File: config.mk
export PLATFORM = sky130hd
export DESIGN_NAME = ugcs_ctrl
export DESIGN_NICKNAME = d
export VERILOG_FILES = /design/src/hw/rtl/ugcs_pkg.sv /design/src/hw/rtl/ugcs_ctrl.sv
export SDC_FILE = /design/constraint.sdc
export NUM_CORES = 1
export LEC_CHECK = 0
export ABC_AREA = 1
export BUFFER_PORTS_ARGS = -buffer_cell sky130_fd_sc_hd__buf_4
export CAP_MARGIN = 25
export CORE_MARGIN = 5
export CORE_UTILIZATION = 35
export CTS_CLUSTER_SIZE = 12
export DETAILED_ROUTE_END_ITERATION = 10
export GPL_ROUTABILITY_DRIVEN = 0
export PLACE_DENSITY = 0.66
export SYNTH_ARGS = -nofsm -noshare
export SYNTH_HDL_FRONTEND = slang
export SYNTH_SLANG_ARGS = --single-unit
File: constraint.sdc
create_clock -name clk -period 1.6 [get_ports clk]
set_clock_uncertainty 0.1 [all_clocks]
set_input_delay 0.08 -clock clk [delete_from_list [all_inputs] [get_ports clk]]
set_output_delay 0.08 -clock clk [all_outputs]
set_load 0.03 [all_outputs]
File: src/hw/rtl/ugcs_pkg.sv
// Shared types and constants for the uniform grid counting sort block.
// Used by ugcs_ctrl, ugcs_dp and the top level; no dependencies.
package ugcs_pkg;

  localparam int ID_W   = 16;
  localparam int POS_W  = 24;
  localparam int VEL_W  = 24;
  localparam int IDX_W  = 12;
  localparam int CELL_W = 12;
  localparam int SLOT_W = 13;
  localparam int GPA_W  = 5;
  localparam int ICS_W  = 16;
  localparam int CFG_W  = 16;

  localparam logic CFG_GRID = 1'b0;
  localparam logic CFG_INV  = 1'b1;

  typedef enum logic [1:0] {
    OP_LOAD = 2'd0,
    OP_SLOT = 2'd1,
    OP_CELL = 2'd2,
    OP_NONE = 2'd3
  } op_t;

  typedef enum logic [3:0] {
    S_IDLE,
    S_CLR,
    S_MUL,
    S_CELL,
    S_CNT_RD,
    S_CNT_WR,
    S_SCAN,
    S_SCAT_A,
    S_SCAT_B,
    S_SCAT_C,
    S_RD_MAP,
    S_RD_REC,
    S_RD_CELL,
    S_OUT
  } state_t;

  typedef struct packed {
    logic [ID_W-1:0]  id;
    logic [POS_W-1:0] px;
    logic [POS_W-1:0] py;
    logic [POS_W-1:0] pz;
    logic [VEL_W-1:0] vx;
    logic [VEL_W-1:0] vy;
    logic [VEL_W-1:0] vz;
  } pay_t;

  typedef struct packed {
    logic latch;
    logic clr_init;
    logic clr_run;
    logic cell_calc;
    logic cnt_rd;
    logic cnt_wr;
    logic scan_init;
    logic scan_run;
    logic scat_init;
    logic scat_rec;
    logic scat_start;
    logic scat_wr;
    logic close;
    logic q_map;
    logic q_rec;
    logic q_cell;
    logic out_load;
  } cmd_t;

  typedef struct packed {
    logic open;
    logic full;
    logic last;
    op_t  op;
    logic rd_ok;
    logic clr_done;
    logic scan_done;
    logic scat_done;
    logic out_busy;
  } sts_t;

endpackage

File: src/hw/rtl/ugcs_ctrl.sv
// Controller state machine: sequences load, clear, scan, scatter and reads.
// Depends on ugcs_pkg; drives commands to ugcs_dp and reads its status.
module ugcs_ctrl (
  input  logic              clk,
  input  logic              rst_n,
  input  logic              in_valid,
  input  logic [1:0]        in_opcode,
  output logic              in_stall,
  input  ugcs_pkg::sts_t    sts,
  output ugcs_pkg::cmd_t    cmd
);

  ugcs_pkg::state_t state_r, state_nxt;

  always_ff @(posedge clk) begin
    if (!rst_n) begin
      state_r <= ugcs_pkg::S_IDLE;
    end else begin
      state_r <= state_nxt;
    end
  end

  always_comb begin
    state_nxt = state_r;
    cmd       = '0;
    in_stall  = 1'b1;
    case (state_r)
      ugcs_pkg::S_IDLE: begin
        in_stall = 1'b0;
        if (in_valid) begin
          cmd.latch = 1'b1;
          case (ugcs_pkg::op_t'(in_opcode))
            ugcs_pkg::OP_LOAD: begin
              if (!sts.open) begin
                cmd.clr_init = 1'b1;
                state_nxt    = ugcs_pkg::S_CLR;
              end else begin
                state_nxt = ugcs_pkg::S_MUL;
              end
            end
            ugcs_pkg::OP_SLOT, ugcs_pkg::OP_CELL: state_nxt = ugcs_pkg::S_MUL;
            default: state_nxt = ugcs_pkg::S_IDLE;
          endcase
        end
      end
      ugcs_pkg::S_CLR: begin
        cmd.clr_run = 1'b1;
        if (sts.clr_done) begin
          state_nxt = ugcs_pkg::S_MUL;
        end
      end
      ugcs_pkg::S_MUL: state_nxt = ugcs_pkg::S_CELL;
      ugcs_pkg::S_CELL: begin
        cmd.cell_calc = 1'b1;
        if (sts.op == ugcs_pkg::OP_LOAD) begin
          if (!sts.full) begin
            state_nxt = ugcs_pkg::S_CNT_RD;
          end else if (sts.last) begin
            cmd.scan_init = 1'b1;
            state_nxt     = ugcs_pkg::S_SCAN;
          end else begin
            state_nxt = ugcs_pkg::S_IDLE;
          end
        end else if (!sts.rd_ok) begin
          state_nxt = ugcs_pkg::S_OUT;
        end else if (sts.op == ugcs_pkg::OP_SLOT) begin
          state_nxt = ugcs_pkg::S_RD_MAP;
        end else begin
          state_nxt = ugcs_pkg::S_RD_CELL;
        end
      end
      ugcs_pkg::S_CNT_RD: begin
        cmd.cnt_rd = 1'b1;
        state_nxt  = ugcs_pkg::S_CNT_WR;
      end
      ugcs_pkg::S_CNT_WR: begin
        cmd.cnt_wr = 1'b1;
        if (sts.last) begin
          cmd.scan_init = 1'b1;
          state_nxt     = ugcs_pkg::S_SCAN;
        end else begin
          state_nxt = ugcs_pkg::S_IDLE;
        end
      end
      ugcs_pkg::S_SCAN: begin
        cmd.scan_run = 1'b1;
        if (sts.scan_done) begin
          cmd.scat_init = 1'b1;
          state_nxt     = ugcs_pkg::S_SCAT_A;
        end
      end
      ugcs_pkg::S_SCAT_A: begin
        if (sts.scat_done) begin
          cmd.close = 1'b1;
          state_nxt = ugcs_pkg::S_IDLE;
        end else begin
          cmd.scat_rec = 1'b1;
          state_nxt    = ugcs_pkg::S_SCAT_B;
        end
      end
      ugcs_pkg::S_SCAT_B: begin
        cmd.scat_start = 1'b1;
        state_nxt      = ugcs_pkg::S_SCAT_C;
      end
      ugcs_pkg::S_SCAT_C: begin
        cmd.scat_wr = 1'b1;
        state_nxt   = ugcs_pkg::S_SCAT_A;
      end
      ugcs_pkg::S_RD_MAP: begin
        cmd.q_map = 1'b1;
        state_nxt = ugcs_pkg::S_RD_REC;
      end
      ugcs_pkg::S_RD_REC: begin
        cmd.q_rec = 1'b1;
        state_nxt = ugcs_pkg::S_RD_CELL;
      end
      ugcs_pkg::S_RD_CELL: begin
        cmd.q_cell = 1'b1;
        state_nxt  = ugcs_pkg::S_OUT;
      end
      ugcs_pkg::S_OUT: begin
        if (!sts.out_busy) begin
          cmd.out_load = 1'b1;
          state_nxt    = ugcs_pkg::S_IDLE;
        end
      end
      default: state_nxt = ugcs_pkg::S_IDLE;
    endcase
  end

  a_no_wr_full: assert property (@(posedge clk) disable iff (!rst_n)
    state_r == ugcs_pkg::S_CNT_WR |-> !sts.full)
    else $error("count update on full batch");

  a_clr_hold: assert property (@(posedge clk) disable iff (!rst_n)
    (state_r == ugcs_pkg::S_CLR && !sts.clr_done) |=> state_r == ugcs_pkg::S_CLR)
    else $error("clear sweep left early");

  a_out_done: assert property (@(posedge clk) disable iff (!rst_n)
    (state_r == ugcs_pkg::S_OUT && !sts.out_busy) |=> state_r == ugcs_pkg::S_IDLE)
    else $error("result not retired");

endmodule

### After elaboration in Yosys (flattened, before gate mapping)

Cells that the tools add are included.

* register bits: 4
* input bits: 15
* output and inout bits: 18
* word-level logic and storage cells: 65

* equality and inequality tests: 20
* mux-type cells: 39
* reduce and logical (&&, ||, !) cells: 5

Operator list (number)
* case mux 4 bit (14 select lines): 1
* 2-to-1 mux 4 bit: 7
* equality test 4 bit, second input constant: 6
* 2-to-1 mux 1 bit: 22
* equality test 4 x 3 -> 1 bit, second input constant: 4
* 2-to-1 mux 3 bit: 3
* equality test 4 x 2 -> 1 bit, second input constant: 2
* 2-to-1 mux 2 bit: 4
* inequality test 2 bit, second input constant: 4
* equality test 2 x 1 -> 1 bit, second input constant: 2
* equality test 4 x 1 -> 1 bit, second input constant: 1
* zero test 2 bit: 2
* zero test 4 bit: 1
* case mux 2 bit (2 select lines): 1
* AND reduction 4 bit: 1
* equality test 2 bit, second input constant: 1
* case mux 1 bit (2 select lines): 1
* OR reduction 2 bit: 1

### Depth between registers and ports, before layout

* depth after elaboration: 5
* mapped depth: 9
* depth with buffers taken out: 9

### Least setup slack after synthesis

No wires, ideal clock.

* path type: register -> output
* start: reg state_r[1]
* end: out cmd[15] (netlist bit)
* data arrival time: 1.416 ns
* data required time: 1.420 ns
* slack: 0.004 ns
* cell stages (with the launch flop): 4
* path buffers: 0
* path through: dfxtp_1 nor2_1 nand2_2 nor3_1

RTL lines
* from (decl): RTL line ugcs_ctrl.sv:13 `ugcs_pkg::state_t state_r, state_nxt;`
* from (signal assigned): RTL line ugcs_ctrl.sv:17 `state_r <= ugcs_pkg::S_IDLE;`
* from (signal assigned): RTL line ugcs_ctrl.sv:19 `state_r <= state_nxt;`
* to (decl): RTL line ugcs_ctrl.sv:10 `output ugcs_pkg::cmd_t cmd`

==> metrics.yaml <==
status: "finished, final reports clean"
final_cell_mix: "buf_4 (32), nand2_1 (26), inv_1 (25)"
die-area_um2: 2590
seq_area_frac_synth_pct: 13.7
avgRoutedWirePerCell_um: 10.5
syn_area_um2: 584
cp_data_arrival_time_ns: 1.38
die_w_um: 50.9
hold_class: "primary input to register"
utilization_pct: 57.3
layout_commonest_cell: "buf_4"
cp-start-kind: "register"
max-vdd-ir-drop_uv: 655
p_int_uw: 335
clock-root-buffer: "clkbuf_4"
preCtsSetupSlack_ns: 0.147
critPathRequiredTime_ns: 1.42
cts_tree: "built"
max_slew_margin_pct: 80.1
path_cells: "inv_1 -> nor2_1 -> nand2_1 -> inv_1 -> buf_4"
drt_pass1_iterations: 4
drc: 0
rsz0062_at_grt: "yes"
clkPwrFrac_pct: 19.1
routed-via-count: 783
start_util_pct: 37.9
core_um2: 1540
drv_cap: 0
setup_viol: 0
fmax_ghz: 0.641
grt_antenna_before_repair: 0
grt_max_degree: 7
p_sw_share_pct: 47.0
final_max_slew_viol_count: 0
clockBufferDepth: 2
clkLatencyLatePin_ns: 0.23
crit_path_end_kind: "output port"
hold_viol: 0
period_share_pct: 97.5
cts_sinks: 4
synth_cells: 111
final_layout_size_suffix_gt1_share_pct: 34.7
slowest_delay_ns: 0.42
worstPathMaxFanout: 4
dp_hpwl_mm: 1.53
fp.dieH_um: 50.9
grt_pass1_wl_mm: 3.03
routed_wl_mm: 1.71
power.switching_uw: 297
cts_buffers: 3
p_leak_uw: 0.000558
synth_warnings: 0
htree_levels: 1
ys_ff_latch: 4
power_density_nw_per_um2: 715
path_class: "register to output port"
avgSynthCellArea_um2: 5.26
num_rows: 14
postCtsSetupBuffers: 0
combPwrFrac_pct: 58.5
tightest_slew_ns: 0.298
grt_pass1_vias: 730
path_common_cell: "inv_1"
top_regs: "state_r x4"
drt-vias-per-instance: 4.80
drt_iter0_drc: 15
port-buffer-count: 32
synth.net_count: 128
grt-ovfl-total: 0
antenna_left: 0
track_usage_pct: 14.6
area_growth_pct: 51.2
nNetsFinal: 166
top_register: "state_r"
fin_ws_ns: 0.0397
clk_pin_slew_ns: 0.04
largest_reg_flops: 4
min_period_ns: 1.56
slowest_stage: "dfxtp_1"
io_pins: 33
diodes: 0
p_seq_share_pct: 22.5
synth.distinct_cells: 18
-- metal layers --
layer  GRT usage (%)  wire, um
met4            6.38         0
met2            25.0       897
met5               0         0
met3            2.62        82
met1            17.5       732
-- Yosys cell counts --
master / n / share of area (%)
nand4_1: 1 / 1.1
nor2_2: 3 / 3.2
inv_1: 25 / 16
nand2_2: 5 / 5.4
o21ai_2: 1 / 1.5
nand3b_1: 2 / 2.6
nor2_4: 2 / 3.9
inv_2: 3 / 1.9
o21ai_1: 1 / 0.86
o211ai_1: 1 / 1.3
nor2_1: 15 / 9.6
nand3_2: 1 / 1.7
ha_1: 2 / 4.3
nor3_1: 4 / 3.4
nand3_1: 9 / 7.7
nand2_1: 26 / 17
dfxtp_1: 4 / 14
a21oi_1: 6 / 5.1
-- critical path, delay by kind of cell, from the launching register on --
family                 cells  cell delay (ns)
buffers and inverters      3             0.32
DFF                        1             0.42
and+or+nand+nor            2             0.41
-- logic make-up (layout without fill, tap and decap cells) --
group / after synthesis / count (layout) / synth area share (%)
and+or+nand+nor: 68 / 68 / 55.2
DFF: 4 / 4 / 13.7
adders and majority gates: 2 / 2 / 4.28
AOI/OAI and AO/OA: 9 / 9 / 8.78
buffers and inverters: 28 / 64 / 18.0
-- power by group through the flow --
stage	combinational (uW)	clock [uW]	sequential, uW
3_3_place_gp	363	0	141
3_5_place_dp	366	0	141
5_1_grt	411	136	146
6_report	370	120	142
4_1_cts	369	129	140
2_1_floorplan	251	0	137
-- through the flow --
| step | instance area (um2) | power, uW | hold slack (ns) | setup TNS [ns] | instances |
|---|---|---|---|---|---|
| after global placement | 845 | 505 | 0.173 | 0 | 159 |
| final | 883 | 632 | 0.118 | 0 | 163 |
| after floorplan | 584 | 388 | 0.0776 | 0 | 111 |
| after CTS | 877 | 639 | 0.111 | 0 | 163 |
| after detailed placement | 845 | 508 | 0.182 | 0 | 159 |
| after global routing | 883 | 693 | 0.125 | -0.224 | 163 |
-- final timing paths --
check	startpoint	end	slack (ns)	cells after the start
worst min-delay path	sts[2]	state_r[1]	0.12	4
worst min register to register	state_r[2]	state_r[2]	0.44	2
worst max register to register	state_r[3]	state_r[1]	0.08	8
worst max-delay path	state_r[3]	cmd[5]	0.04	5
-- final cells by class --
type                       instances  area, um2
timing repair buffer              33        250
fill                             164        658
tap                               16       20.0
sequential                         4       81.3
multi-input combinational         79        404
clock buffer                       3       22.5
inverter                          28        105
-- timing repair --
item,in CTS,in global routing
endpoints found under the setup margin,0,8
hold buffers,1,0
resized for setup,0,2
endpoints found under the hold margin,1,0
(Power assumes the default switching activity.)
